**src/sv/ictas_pkg.sv**
```systemverilog
package ictas_pkg;

    localparam logic [1:0] OP_NODE  = 2'd0;
    localparam logic [1:0] OP_POINT = 2'd1;
    localparam logic [1:0] OP_QUERY = 2'd2;

    typedef logic [3:0] t_cmd;

    localparam t_cmd CMD_NOP     = 4'd0;
    localparam t_cmd CMD_WR_NODE = 4'd1;
    localparam t_cmd CMD_WR_PT   = 4'd2;
    localparam t_cmd CMD_LATCH   = 4'd3;
    localparam t_cmd CMD_LO      = 4'd4;
    localparam t_cmd CMD_HI      = 4'd5;
    localparam t_cmd CMD_NSCAN   = 4'd6;
    localparam t_cmd CMD_NI      = 4'd7;
    localparam t_cmd CMD_NI1     = 4'd8;
    localparam t_cmd CMD_ROWST   = 4'd9;
    localparam t_cmd CMD_LAST    = 4'd10;
    localparam t_cmd CMD_PSCAN   = 4'd11;
    localparam t_cmd CMD_PM1     = 4'd12;
    localparam t_cmd CMD_PM2     = 4'd13;
    localparam t_cmd CMD_LGO     = 4'd14;
    localparam t_cmd CMD_LDONE   = 4'd15;

    typedef struct packed {
        logic n_gt2;
        logic nscan_last;
        logic len_zero;
        logic len_one;
        logic pscan_last;
        logic rs;
        logic nonzero;
        logic lerp_done;
    } t_stat;

endpackage

```
**src/sv/ictas_ctrl.sv**
```systemverilog
module ictas_ctrl (
    input  logic              i_clk,
    input  logic              i_rst_n,
    input  logic              i_start,
    input  logic [1:0]        i_op,
    input  ictas_pkg::t_stat  i_stat,
    output ictas_pkg::t_cmd   o_cmd,
    output logic              o_busy,
    output logic              o_strobe
);
    localparam logic [4:0] S_IDLE  = 5'd0;
    localparam logic [4:0] S_LO    = 5'd1;
    localparam logic [4:0] S_HI    = 5'd2;
    localparam logic [4:0] S_NSCAN = 5'd3;
    localparam logic [4:0] S_NI    = 5'd4;
    localparam logic [4:0] S_NI1   = 5'd5;
    localparam logic [4:0] S_ROW   = 5'd6;
    localparam logic [4:0] S_LAST  = 5'd7;
    localparam logic [4:0] S_PSCAN = 5'd8;
    localparam logic [4:0] S_PM1   = 5'd9;
    localparam logic [4:0] S_PM2   = 5'd10;
    localparam logic [4:0] S_RL    = 5'd11;
    localparam logic [4:0] S_RW    = 5'd12;
    localparam logic [4:0] S_EL    = 5'd13;
    localparam logic [4:0] S_EW    = 5'd14;
    localparam logic [4:0] S_OUT   = 5'd15;

    logic [4:0] r_state, n_state;

    always_comb begin
        n_state = r_state;
        o_cmd   = ictas_pkg::CMD_NOP;
        case (r_state)
            S_IDLE: begin
                if (i_start) begin
                    if (i_op == ictas_pkg::OP_QUERY) begin
                        o_cmd   = ictas_pkg::CMD_LATCH;
                        n_state = S_LO;
                    end else if (i_op == ictas_pkg::OP_NODE) begin
                        o_cmd = ictas_pkg::CMD_WR_NODE;
                    end else if (i_op == ictas_pkg::OP_POINT) begin
                        o_cmd = ictas_pkg::CMD_WR_PT;
                    end
                end
            end
            S_LO: begin
                o_cmd   = ictas_pkg::CMD_LO;
                n_state = S_HI;
            end
            S_HI: begin
                o_cmd   = ictas_pkg::CMD_HI;
                n_state = i_stat.n_gt2 ? S_NSCAN : S_NI;
            end
            S_NSCAN: begin
                o_cmd   = ictas_pkg::CMD_NSCAN;
                n_state = i_stat.nscan_last ? S_NI : S_NSCAN;
            end
            S_NI: begin
                o_cmd   = ictas_pkg::CMD_NI;
                n_state = S_NI1;
            end
            S_NI1: begin
                o_cmd   = ictas_pkg::CMD_NI1;
                n_state = S_ROW;
            end
            S_ROW: begin
                o_cmd = ictas_pkg::CMD_ROWST;
                if (i_stat.len_zero) n_state = i_stat.rs ? S_EL : S_ROW;
                else n_state = S_LAST;
            end
            S_LAST: begin
                o_cmd   = ictas_pkg::CMD_LAST;
                n_state = i_stat.len_one ? S_PM1 : S_PSCAN;
            end
            S_PSCAN: begin
                o_cmd   = ictas_pkg::CMD_PSCAN;
                n_state = i_stat.pscan_last ? S_PM1 : S_PSCAN;
            end
            S_PM1: begin
                o_cmd   = ictas_pkg::CMD_PM1;
                n_state = S_PM2;
            end
            S_PM2: begin
                o_cmd   = ictas_pkg::CMD_PM2;
                n_state = S_RL;
            end
            S_RL: begin
                o_cmd   = ictas_pkg::CMD_LGO;
                n_state = S_RW;
            end
            S_RW: begin
                if (i_stat.lerp_done) begin
                    o_cmd   = ictas_pkg::CMD_LDONE;
                    n_state = i_stat.rs ? S_EL : S_ROW;
                end
            end
            S_EL: begin
                // all four corner angles zero: result already cleared
                if (i_stat.nonzero) begin
                    o_cmd   = ictas_pkg::CMD_LGO;
                    n_state = S_EW;
                end else begin
                    n_state = S_OUT;
                end
            end
            S_EW: begin
                if (i_stat.lerp_done) begin
                    o_cmd   = ictas_pkg::CMD_LDONE;
                    n_state = S_OUT;
                end
            end
            S_OUT: n_state = S_IDLE;
            default: n_state = S_IDLE;
        endcase
    end

    always_ff @(posedge i_clk) begin
        if (!i_rst_n) begin
            r_state <= S_IDLE;
        end else begin
            r_state <= n_state;
        end
    end

    assign o_busy   = (r_state != S_IDLE);
    assign o_strobe = (r_state == S_OUT);

    a_strobe_single: assert property (@(posedge i_clk) disable iff (!i_rst_n)
        o_strobe |=> !o_strobe) else $error("result strobe longer than one cycle");
    a_query_busy: assert property (@(posedge i_clk) disable iff (!i_rst_n)
        (i_start && !o_busy && i_op == ictas_pkg::OP_QUERY) |=> o_busy)
        else $error("query not taken");
    a_write_no_busy: assert property (@(posedge i_clk) disable iff (!i_rst_n)
        (i_start && !o_busy && i_op != ictas_pkg::OP_QUERY) |=> (!o_busy && !o_strobe))
        else $error("write caused activity");

endmodule
```
**config.mk**
```make
export PLATFORM = sky130hd
export DESIGN_NAME = ictas_ctrl
export DESIGN_NICKNAME = d
export VERILOG_FILES = /design/src/sv/ictas_pkg.sv /design/src/sv/ictas_ctrl.sv
export SDC_FILE = /design/constraint.sdc
export NUM_CORES = 1
export LEC_CHECK = 0
export BUFFER_PORTS_ARGS = -buffer_cell sky130_fd_sc_hd__buf_4
export CORE_AREA = 4 4 45 47
export DETAILED_ROUTE_END_ITERATION = 7
export DIE_AREA = 0 0 49 51
export PLACE_DENSITY_LB_ADDON = 0.3
export SETUP_SLACK_MARGIN = 0.3
export SLEW_MARGIN = 20
export SYNTH_ARGS = -nofsm -noshare
export SYNTH_HDL_FRONTEND = slang
export SYNTH_SLANG_ARGS = --single-unit
```
**constraint.sdc**
```tcl
create_clock -name i_clk -period 1.4 [get_ports i_clk]
set_input_delay 0.07 -clock i_clk [delete_from_list [all_inputs] [get_ports i_clk]]
set_output_delay 0.07 -clock i_clk [all_outputs]
set_load 0.01 [all_outputs]
```
; ---- Word level (Yosys, flattened, before mapping)
; Cells that the tools add are included.
[op_classes]
mux = 19
n_reduce_logical = 5
eq_ne = 21
[ops]
columns = cell, count
row1 = $pmux W5 S15, 1
row2 = $pmux W4 S14, 1
row3 = $eq A5 B4 Y1 const B, 8
row4 = $eq A5 B3 Y1 const B, 4
row5 = $mux W5, 4
row6 = $mux W4, 4
row7 = $eq A5 B2 Y1 const B, 2
row8 = $mux W2, 4
row9 = $ne A2 B2 Y1 const B, 4
row10 = $mux W3, 2
row11 = $eq A5 B1 Y1 const B, 1
row12 = $logic_not A5 Y1, 1
row13 = $reduce_bool A5 Y1, 1
row14 = $reduce_and A4 Y1, 1
row15 = $mux W1, 3
row16 = $eq A2 B1 Y1 const B, 1
row17 = $eq A2 B2 Y1 const B, 1
row18 = $logic_not A2 Y1, 1
row19 = $reduce_or A2 Y1, 1
[totals]
out_inout_bits = 6
ff_bits = 5
word_cells = 46

; ---- Longest topological paths before layout
; Gate-level depths: netlist (run 1).
[depth]
depth_word = 6
depth_mapped = 7
depth_no_buf = 6

; ---- Worst setup path after synthesis (run 1)
; OpenSTA, ideal clock, no wires.
[synth_timing]
kind = register to register
startpoint = reg r_state[0]
endpoint = reg r_state[1]
required_ns = 1.283
synth_period_minus_slack_ns = 1.467
path_stages_with_launch = 6
arrival_ns = 1.350
slack_ns = -0.067
setup_ns = 0.117
cell_sequence = dfxtp_1 buf_6 or4_4 a21oi_2 nor4b_1 a32o_1
[synth_via]
elab_chain_cells = 3
[synth_lines]
columns = item, line
row1 = start: declaration, ictas_ctrl.sv:28  ; logic [4:0] r_state, n_state;
row2 = start signal: assignment, ictas_ctrl.sv:121  ; r_state <= n_state;
row3 = $eq A5 B4 Y1 / $logic_not A5 Y1 (equally long branches), ictas_ctrl.sv:33  ; case (r_state)
row4 = $ne A2 B2 Y1 (no line), -
row5 = $reduce_and A4 Y1 (no line), -
; Parallel ways exist; a longest one is shown, timed or not.
; A chain may end at the register's enable or synchronous reset.

; ---- Worst setup path after layout (run 1)
[layout_timing]
startpoint = reg r_state[0]
endpoint = out o_cmd[2]
[layout_via]
elab_chain_cells = 3
[layout_lines]
columns = item, line
row1 = $eq A5 B4 Y1, ictas_ctrl.sv:33
row2 = $reduce_or A2 Y1 (no line), -
row3 = $pmux W4 S14 (*), ictas_ctrl.sv:33
row4 = end: declaration, ictas_ctrl.sv:7  ; output ictas_pkg::t_cmd o_cmd,
; Every way passes the cells marked *; elsewhere a longest branch is shown, timed or not.

==> results.json, run 1 <==
{
  "die-area_mm2": 0.00250,
  "clk_transition_reported_paths_ns": 0.04,
  "clock-root-buffer": "sky130_fd_sc_hd__clkbuf_4",
  "number_of_enable_flip_flop_cells_after_synthesis": 0,
  "placeable_area_mm2": 0.00165,
  "grt_antenna_before_repair": 0,
  "grt_first_pass_wirelength_um": 3200,
  "wire_per_inst_um": 14.5,
  "yosys.area.top_type": "sky130_fd_sc_hd__dfxtp_1",
  "drive_above_1_share_pct": 49.1,
  "global_router_s_overall_resource_usage_pct": 15.6,
  "final_cells": 127,
  "synth_top_cells_by_area": "sky130_fd_sc_hd__dfxtp_1, sky130_fd_sc_hd__a21oi_1, sky130_fd_sc_hd__o21ai_0",
  "netlist_top_cells_count": "sky130_fd_sc_hd__a21oi_1, sky130_fd_sc_hd__inv_1, sky130_fd_sc_hd__o21ai_0",
  "start_kind": "flip-flop",
  "maxCapViolations": 0,
  "placement_rows": 15,
  "seqCellArea_um2": 92.6,
  "route.detailed.drc": 0,
  "outcome": "finished, violations left",
  "largest-register": "r_state",
  "cts_htree_levels": 1,
  "die_y_um": 51,
  "drt_first_pass_iters": 4,
  "gr-usage-met1_pct": 19.8,
  "busiest_layer": "met2",
  "postSynthRegisterBits": 4,
  "finalSetupTns_ns": -0.451,
  "grtUsageMet3_pct": 4.37,
  "violations_in_the_final_reports": "setup timing",
  "slew_headroom_pct": 78.6,
  "synthDominantCellAreaShare_pct": 14.9,
  "critical_path.max_fanout": 8,
  "cp-end-kind": "output port",
  "cts_max_path_buffers": 2,
  "clkSinkCount": 4,
  "postLayoutSetupSlackWorst_ns": -0.108,
  "timing.setup.critical_path_class": "reg2out",
  "fin_nets": 127,
  "synth-seq-area-share_pct": 14.9,
  "totalPowerFinal_mw": 0.462,
  "ant_nets": 0,
  "fin_hold_ws_ns": 0.0884,
  "grt_max_degree": 13,
  "worst-endpoint-required_ns": 1.33,
  "io_buffers": 18,
  "place_ws_ns": -0.0347,
  "setup_violations": 7,
  "via_per_inst": 5.59,
  "max_clock_freq_ghz": 0.663,
  "post_synth.cell_area_avg_um2": 6.73,
  "reg2reg_slack_ns": -0.08,
  "detailed_place_hpwl_um": 1300,
  "worstMarginPinSlew_ns": 0.318,
  "detailedRoute.firstIterationViolations": 22,
  "worst_skew_pair.late_latency_ns": 0.24,
  "ys_types": 32,
  "setup_repair_after_global_routing_missed_its_margin": "true",
  "timing.critical_path.arrival_ns": 1.44,
  "areaGrowthSynthToFinish_pct": 66.7,
  "synthArstFlopShare_pct": 0,
  "synthesis.area_um2": 538,
  "p_leak_nw": 0.375,
  "min_path_type": "in2reg",
  "grt_remaining_overflow": 0,
  "die_width_um": 49,
  "grt_util_met2_pct": 26.3,
  "route.vias.total": 710,
  "synth_ff_type": "sky130_fd_sc_hd__dfxtp_1",
  "i_o_pins": 19,
  "report.final.hold_viol_count": 0,
  "tritoncts.num_buffers": 3,
  "route.final.wire_length_um": 1850,
  "cell_with_the_most_instances_after_synthesis": "sky130_fd_sc_hd__a21oi_1",
  "finalClockSkew_ns": 0.00165,
  "reg_top3": "r_state (4)",
  "cts_hold_fix_bufs": 0,
  "finalWorstPathRequiredPeriod_ns": 1.51,
  "multi_input_comb_area_um2": 449,
  "place_congestion": 0.800,
  "tritoncts": "done",
  "synth_cells": 80,
  "slew_violations": 0,
  "floorplan.initialDensity_pct": 32.6,
  "layout_worst_path_cycle_share_pct": 108,
  "number_of_diodes": 0,
  "num-fill-cells": 176,
  "power.ir.vdd_worst_uv": 454,
  "largest_register_ff_count": 4,
  "grt_pass1_vias": 714,
  "synth_fp_nets": 95,
  "yosys_warnings": 0,
  "placed_cell_count": 120,
  "cellPowerDensity_mw_per_mm2": 515
}
## per-layer routing
| metal | vias to the layer above | part of all wire [%] |
|---|---|---|
| li1 | 358 | - |
| met1 | 328 | 42 |
| met2 | 24 | 52 |
| met3 | 0 | 6.5 |
| met4 | 0 | 0 |
| met5 | - | 0 |
## through the flow
step	util, %	cell area [µm²]
6_report	54.3	897
5_1_grt	54.3	897
4_1_cts	51.7	853
3_5_place_dp	46.7	772
3_3_place_gp	46.7	772
2_1_floorplan	-	551
## repair_timing
item / CTS / global route
pin swaps: 2 / 1
resized for setup: 14 / 11
buffers inserted: 3 / 1
setup endpoints to repair: 9 / 10
## placed cells by master (no fill, tap or decap), types with 2 or more instances in the layout
cell                       Yosys  routed
sky130_fd_sc_hd__buf_4         0      27
sky130_fd_sc_hd__a21oi_1      10       9
sky130_fd_sc_hd__o21ai_0       8       7
sky130_fd_sc_hd__inv_1         8       6
sky130_fd_sc_hd__nand2_1       6       6
sky130_fd_sc_hd__nand3_1       3       3
sky130_fd_sc_hd__nor2_1        6       3
sky130_fd_sc_hd__clkbuf_4      0       3
sky130_fd_sc_hd__buf_6         1       3
sky130_fd_sc_hd__dfxtp_4       0       3
sky130_fd_sc_hd__nand2b_1      2       2
sky130_fd_sc_hd__inv_2         0       2
sky130_fd_sc_hd__nor2_2        0       2
sky130_fd_sc_hd__a31oi_1       3       2
sky130_fd_sc_hd__o22ai_1       2       2
sky130_fd_sc_hd__nor3_1        2       2
sky130_fd_sc_hd__ha_1          2       2
sky130_fd_sc_hd__buf_12        0       2
## layout make-up
cell class | count | share of cell area (%)
Inverter | 8 | 3.35
Tap cell | 17 | 2.37
Sequential cell | 4 | 10.3
Multi-Input combinational cell | 62 | 50.1
Clock buffer | 3 | 2.51
Timing Repair Buffer | 33 | 31.4
## worst paths after layout
path,from,to,cells past startpoint
worst min register to register,r_state[1],r_state[1],1
worst max-delay path,r_state[0],o_cmd[2],4
worst max register to register,r_state[3],r_state[1],4
worst min-delay path,i_rst_n,r_state[3],2
## critical path: stages, from the launching register on
cell and delay (ns):
sky130_fd_sc_hd__dfxtp_4 0.35, sky130_fd_sc_hd__buf_12 0.13, sky130_fd_sc_hd__or2_4 0.26, sky130_fd_sc_hd__a221o_1 0.33, sky130_fd_sc_hd__buf_6 0.13
## cells by family (layout without fill, tap and decap cells)
family | after synthesis | in the layout | synth area share, %
mux | 1 | 1 | 1.86
simple gates | 25 | 25 | 26.5
compound gates | 34 | 34 | 39.8
buf+inv | 14 | 44 | 12.3
flops | 4 | 4 | 14.9
fa+ha+maj | 2 | 2 | 4.65
## power breakdown
group	internal (mW)	switching (mW)
Combinational	0.109	0.0854
Clock	0.0963	0.0527
Sequential	0.114	0.00470
(Power assumes the default switching activity.)
==> run 2: changes to the inputs <==
CTS_BUF_LIST = sky130_fd_sc_hd__clkbuf_8 sky130_fd_sc_hd__clkbuf_16   (was default)
==> results.json, run 2 (same netlist as run 1, synthesis figures left out) <==
{
  "outcome": "finished, violations left",
  "violations_in_the_final_reports": "setup timing",
  "reg_top3": "r_state (4)",
  "post_layout_utilization_of_the_core_pct": 56.9,
  "postLayoutSetupSlackWorst_ns": -0.113,
  "layout_worst_path_cycle_share_pct": 108,
  "cp-end-kind": "flip-flop",
  "most_common_cell_after_layout_fill_and_taps_aside": "sky130_fd_sc_hd__buf_4",
  "grt_pass1_vias": 704,
  "grt_antenna_before_repair": 0,
  "setup_repair_after_global_routing_missed_its_margin": "true",
  "finalClockSkew_ns": 0.000553,
  "cellPowerDensity_mw_per_mm2": 603,
  "totalPowerFinal_mw": 0.567,
  "slew_violations": 0,
  "cts_htree_levels": 1,
  "crit_path_cell_trace": "or4_4 > a21oi_4 > nor2_2 > a31oi_2 > nor2b_1",
  "placeable_area_mm2": 0.00165,
  "timing.critical_path.arrival_ns": 1.61,
  "setup_violations": 6,
  "worstMarginPinSlew_ns": 0.308,
  "most-common-layout-cells": "sky130_fd_sc_hd__buf_4, sky130_fd_sc_hd__a21oi_1, sky130_fd_sc_hd__o21ai_0, sky130_fd_sc_hd__inv_1, sky130_fd_sc_hd__nand2_1",
  "cp.buffers_inverters": 0,
  "power.combinational.fraction_pct": 36.0,
  "cp_top_family": "simple AND/OR/NAND/NOR gates",
  "floorplan.initialDensity_pct": 32.6,
  "multi_input_comb_area_um2": 454,
  "drive_above_1_share_pct": 50.0,
  "critical_path_cell_with_the_highest_stage_delay": "sky130_fd_sc_hd__or4_4",
  "route.final.wire_length_um": 1890,
  "worst-endpoint-required_ns": 1.50,
  "grt_max_degree": 13,
  "place_congestion": 0.800,
  "worst_hold_startpoint": "i_rst_n",
  "die_width_um": 49,
  "sequentialPowerShare_pct": 21.6,
  "fin_hold_ws_ns": 0.120,
  "start_kind": "flip-flop",
  "crit_path_max_incr_delay_ns": 0.57,
  "regToRegStartpoint": "r_state[1]",
  "fin_nets": 129,
  "grt_remaining_overflow": 0,
  "io_buffers": 18,
  "max_clock_freq_ghz": 0.661,
  "cell_internal_pwr_mw": 0.416,
  "placement_rows": 15,
  "ant_nets": 0,
  "tritoncts": "done",
  "power.ir.vdd_worst_uv": 553,
  "grt_first_pass_wirelength_um": 3170,
  "num-fill-cells": 172,
  "die_y_um": 51,
  "clk_transition_reported_paths_ns": 0.03,
  "seqCellArea_um2": 86.3,
  "tritoncts.num_buffers": 3,
  "areaGrowthSynthToFinish_pct": 74.7,
  "largest-register": "r_state",
  "largest_register_ff_count": 4,
  "total_switching_power_mw": 0.151,
  "p_leak_nw": 0.392,
  "reg2reg_slack_ns": -0.11,
  "clock-root-buffer": "sky130_fd_sc_hd__clkbuf_8",
  "via_per_inst": 5.66,
  "cts_max_path_buffers": 2,
  "min_path_type": "in2reg",
  "detailed_place_hpwl_um": 1300,
  "worst_skew_pair.late_latency_ns": 0.22,
  "die-area_mm2": 0.00250,
  "drt_first_pass_iters": 4,
  "p_sw_share_pct": 26.6,
  "i_o_pins": 19,
  "maxCapViolations": 0,
  "worst_setup_path_startpoint": "r_state[1]",
  "report.final.hold_viol_count": 0,
  "clkSinkCount": 4,
  "timing.setup.critical_path_class": "reg2reg",
  "number_of_diodes": 0,
  "route.vias.total": 730,
  "route.detailed.drc": 0,
  "slew_headroom_pct": 79.4,
  "clockPowerShare_pct": 42.4,
  "global_router_s_overall_resource_usage_pct": 15.4,
  "detailedRoute.firstIterationViolations": 20,
  "critical_path.max_fanout": 4,
  "finalWorstPathRequiredPeriod_ns": 1.51,
  "wire_per_inst_um": 14.6
}
-- run 2: cell types whose count changed in the layout (fill, tap and decap cells not counted), sizes merged --
| cell | before | now |
|---|---|---|
| buf | 33 | 35 |
-- run 2: final cells by class --
type | count | area share (%)
multi-input combinational | 62 | 48.3
timing repair buffer | 35 | 32.6
sequential | 4 | 9.19
clock buffer | 3 | 4.39
inverter | 8 | 3.20
tap | 17 | 2.26
-- run 2: routing by layer --
layer / track usage (%) / vias up / wire length, µm
li1: - / 362 / -
met1: 19.6 / 340 / 808
met2: 25.9 / 26 / 943
met3: 4.66 / 2 / 120
met4: 2.69 / 0 / 15
met5: 0 / - / 0
-- run 2: path summary, 6_finish.rpt --
path,cells after the start,to
min,2,r_state[3]
max reg2reg,5,r_state[3]
max,5,r_state[3]
min reg2reg,1,r_state[1]
-- run 2: metrics by stage --
stage / area, µm² / setup slack (ns) / TNS, ns / cells
floorplan: 551 / -0.0673 / -0.0878 / 80
global placement: 772 / 0.00762 / 0 / 120
detailed placement: 772 / -0.0347 / -0.0830 / 120
CTS: 871 / -0.0754 / -0.248 / 126
global route: 940 / -0.171 / -0.740 / 129
finish: 940 / -0.113 / -0.437 / 129
-- run 2: power by group through the flow --
stage	Sequential, mW	Combinational, mW	Clock, mW
finish	0.123	0.204	0.240
global route	0.123	0.221	0.257
CTS	0.122	0.180	0.247
detailed placement	0.124	0.156	0
global placement	0.124	0.156	0
floorplan	0.121	0.0858	0
-- run 2: worst reg2reg max path: stages (launching register included) --
cell and delay, ns:
sky130_fd_sc_hd__dfxtp_2 0.33, sky130_fd_sc_hd__or4_4 0.57, sky130_fd_sc_hd__a21oi_4 0.18, sky130_fd_sc_hd__nor2_2 0.06, sky130_fd_sc_hd__a31oi_2 0.19, sky130_fd_sc_hd__nor2b_1 0.07
-- run 2: timing repair --
| item | CTS | global route |
|---|---|---|
| setup buffers | 3 | 3 |
| hold buffers | 0 | 0 |
| resized for setup | 14 | 11 |
| pin swaps | 4 | 4 |
| endpoints found under the setup margin | 9 | 10 |
==> run 3: changes to the inputs <==
ABC_AREA = 1   (was default)
CORE_AREA = 4 4 46 48   (was 4 4 45 47)
DIE_AREA = 0 0 50 52   (was 0 0 49 51)
==> results.json, run 3 <==
{
  "totalPowerFinal_mw": 0.534,
  "reg_top3": "r_state (4)",
  "worstMarginPinSlew_ns": 0.236,
  "timing.setup.critical_path_class": "reg2out",
  "synthArstFlopShare_pct": 0,
  "placeable_area_mm2": 0.00171,
  "power.ir.vdd_worst_uv": 302,
  "route.detailed.drc": 0,
  "worst-endpoint-required_ns": 1.33,
  "synth_top_cells_by_area": "sky130_fd_sc_hd__nand2_1, sky130_fd_sc_hd__dfxtp_1, sky130_fd_sc_hd__nor2_1",
  "detailedRoute.firstIterationViolations": 21,
  "design_area_um2": 988,
  "drive_above_1_share_pct": 52.2,
  "drt_first_pass_iters": 4,
  "route.vias.total": 757,
  "grt_pass1_vias": 660,
  "slew_headroom_pct": 84.1,
  "min_path_type": "in2reg",
  "post_synth.cell_area_avg_um2": 5.52,
  "most_common_cell_after_layout_fill_and_taps_aside": "sky130_fd_sc_hd__buf_4",
  "placed_cell_area_um2": 762,
  "critical_path.max_fanout": 6,
  "cell_with_the_most_instances_after_synthesis": "sky130_fd_sc_hd__nand2_1",
  "grt_remaining_overflow": 0,
  "post_layout_utilization_of_the_core_pct": 57.9,
  "die_width_um": 50,
  "synth-seq-area-share_pct": 14.2,
  "detailed_place_hpwl_um": 1330,
  "global_router_s_overall_resource_usage_pct": 14.3,
  "netlist_top_cells_count": "sky130_fd_sc_hd__nand2_1, sky130_fd_sc_hd__nor2_1, sky130_fd_sc_hd__inv_1",
  "die_y_um": 52,
  "via_per_inst": 4.76,
  "tritoncts.num_buffers": 3,
  "finalWorstPathRequiredPeriod_ns": 1.38,
  "most-common-layout-cells": "sky130_fd_sc_hd__buf_4, sky130_fd_sc_hd__nand2_1, sky130_fd_sc_hd__nor2_1, sky130_fd_sc_hd__inv_1, sky130_fd_sc_hd__nand3_1",
  "ys_types": 23,
  "fin_hold_ws_ns": 0.102,
  "timing.critical_path.arrival_ns": 1.31,
  "clock-root-buffer": "sky130_fd_sc_hd__clkbuf_8",
  "outcome": "finished clean",
  "finalClockSkew_ns": 0.000832,
  "synthesis.area_um2": 563,
  "route.final.wire_length_um": 1880,
  "synth_fp_nets": 117,
  "final_cells": 159,
  "cts_max_path_buffers": 2,
  "largest_register_ff_count": 4,
  "cts_htree_levels": 1,
  "yosys.area.top_type": "sky130_fd_sc_hd__nand2_1",
  "floorplan.initialDensity_pct": 33.0,
  "layout_worst_path_cycle_share_pct": 98.3,
  "largest-register": "r_state",
  "number_of_diodes": 0,
  "wire_per_inst_um": 11.8,
  "tritoncts": "done",
  "clk_transition_reported_paths_ns": 0.03,
  "place_congestion": 0.857,
  "io_buffers": 18,
  "number_of_enable_flip_flop_cells_after_synthesis": 0,
  "placed_cell_count": 148,
  "areaGrowthSynthToFinish_pct": 75.6,
  "synth_ff_type": "sky130_fd_sc_hd__dfxtp_1",
  "cellPowerDensity_mw_per_mm2": 540,
  "slew_violations": 0,
  "setup_repair_after_global_routing_missed_its_margin": "true",
  "setup_violations": 0,
  "grt_first_pass_wirelength_um": 2880,
  "synth_cells": 102,
  "ant_nets": 0,
  "die-area_mm2": 0.00260,
  "maxCapViolations": 0,
  "synthDominantCellAreaShare_pct": 16.7,
  "clkSinkCount": 4,
  "fin_nets": 151,
  "grt_antenna_before_repair": 0,
  "yosys_warnings": 0,
  "placement_rows": 15,
  "i_o_pins": 19,
  "start_kind": "flip-flop",
  "worst_skew_pair.late_latency_ns": 0.22,
  "cp-end-kind": "output port",
  "max_clock_freq_ghz": 0.727,
  "grt_max_degree": 7,
  "p_leak_nw": 0.483,
  "report.final.hold_viol_count": 0,
  "postSynthRegisterBits": 4
}
==> run 3: what timing repair did <==
action	in CTS	in global routing
gates resized for setup	21	19
endpoints found under the setup margin	9	9
buffers inserted	4	4
hold buffers	0	0
pin swaps	4	9
==> run 3: area by class of cell <==
| class | count | area, µm² |
|---|---|---|
| Sequential cell | 4 | 95.1 |
| Inverter | 15 | 66.3 |
| Clock buffer | 3 | 41.3 |
| Tap cell | 25 | 31.3 |
| Fill cell | 162 | 719 |
| Timing Repair Buffer | 31 | 248 |
| Multi-Input combinational cell | 81 | 507 |
==> run 3: power breakdown <==
group / switching (mW) / internal [mW]
registers: 0.00907 / 0.113
clock network: 0.0617 / 0.183
logic: 0.0814 / 0.0851
total: 0.152 / 0.381
==> run 3: layer usage <==
metal | global-route usage [%] | vias to the layer above | wire (µm)
met5 | 0 | - | 0
met4 | 4.15 | 0 | 8
met3 | 2.87 | 2 | 106
met2 | 24.6 | 24 | 959
met1 | 17.9 | 331 | 809
li1 | - | 400 | -
==> run 3: worst paths after layout <==
kind         startpoint    endpoint  slack, ns  cells past startpoint
min             i_rst_n  r_state[0]       0.10                      3
max          r_state[2]    o_cmd[3]       0.02                      8
max reg2reg  r_state[2]  r_state[1]       0.19                      8
min reg2reg  r_state[2]  r_state[2]       0.59                      2
==> run 3: logic make-up after synthesis <==
family                   share of synthesized area (%)
AO/OA/AOI/OAI                                     18.4
flip-flops                                        14.2
AND/OR/NAND/NOR                                   50.0
adder cells (fa/ha/maj)                           4.44
buffers and inverters                             12.9
==> run 3: through the flow <==
step	setup slack [ns]	TNS [ns]
after floorplan	0.294	0
after global placement	0.00961	0
after detailed placement	0.0178	0
after CTS	0.00829	0
after global routing	-0.0486	-0.124
final	0.0239	0
==> run 3: critical path, stage by stage (launching register included) <==
cell	delay [ns]
sky130_fd_sc_hd__dfxtp_4	0.37
sky130_fd_sc_hd__nand2_4	0.11
sky130_fd_sc_hd__clkinv_4	0.07
sky130_fd_sc_hd__nand3_4	0.09
sky130_fd_sc_hd__nand2_4	0.05
sky130_fd_sc_hd__nor2_4	0.08
sky130_fd_sc_hd__o21a_1	0.13
sky130_fd_sc_hd__nand2_1	0.06
sky130_fd_sc_hd__buf_6	0.12
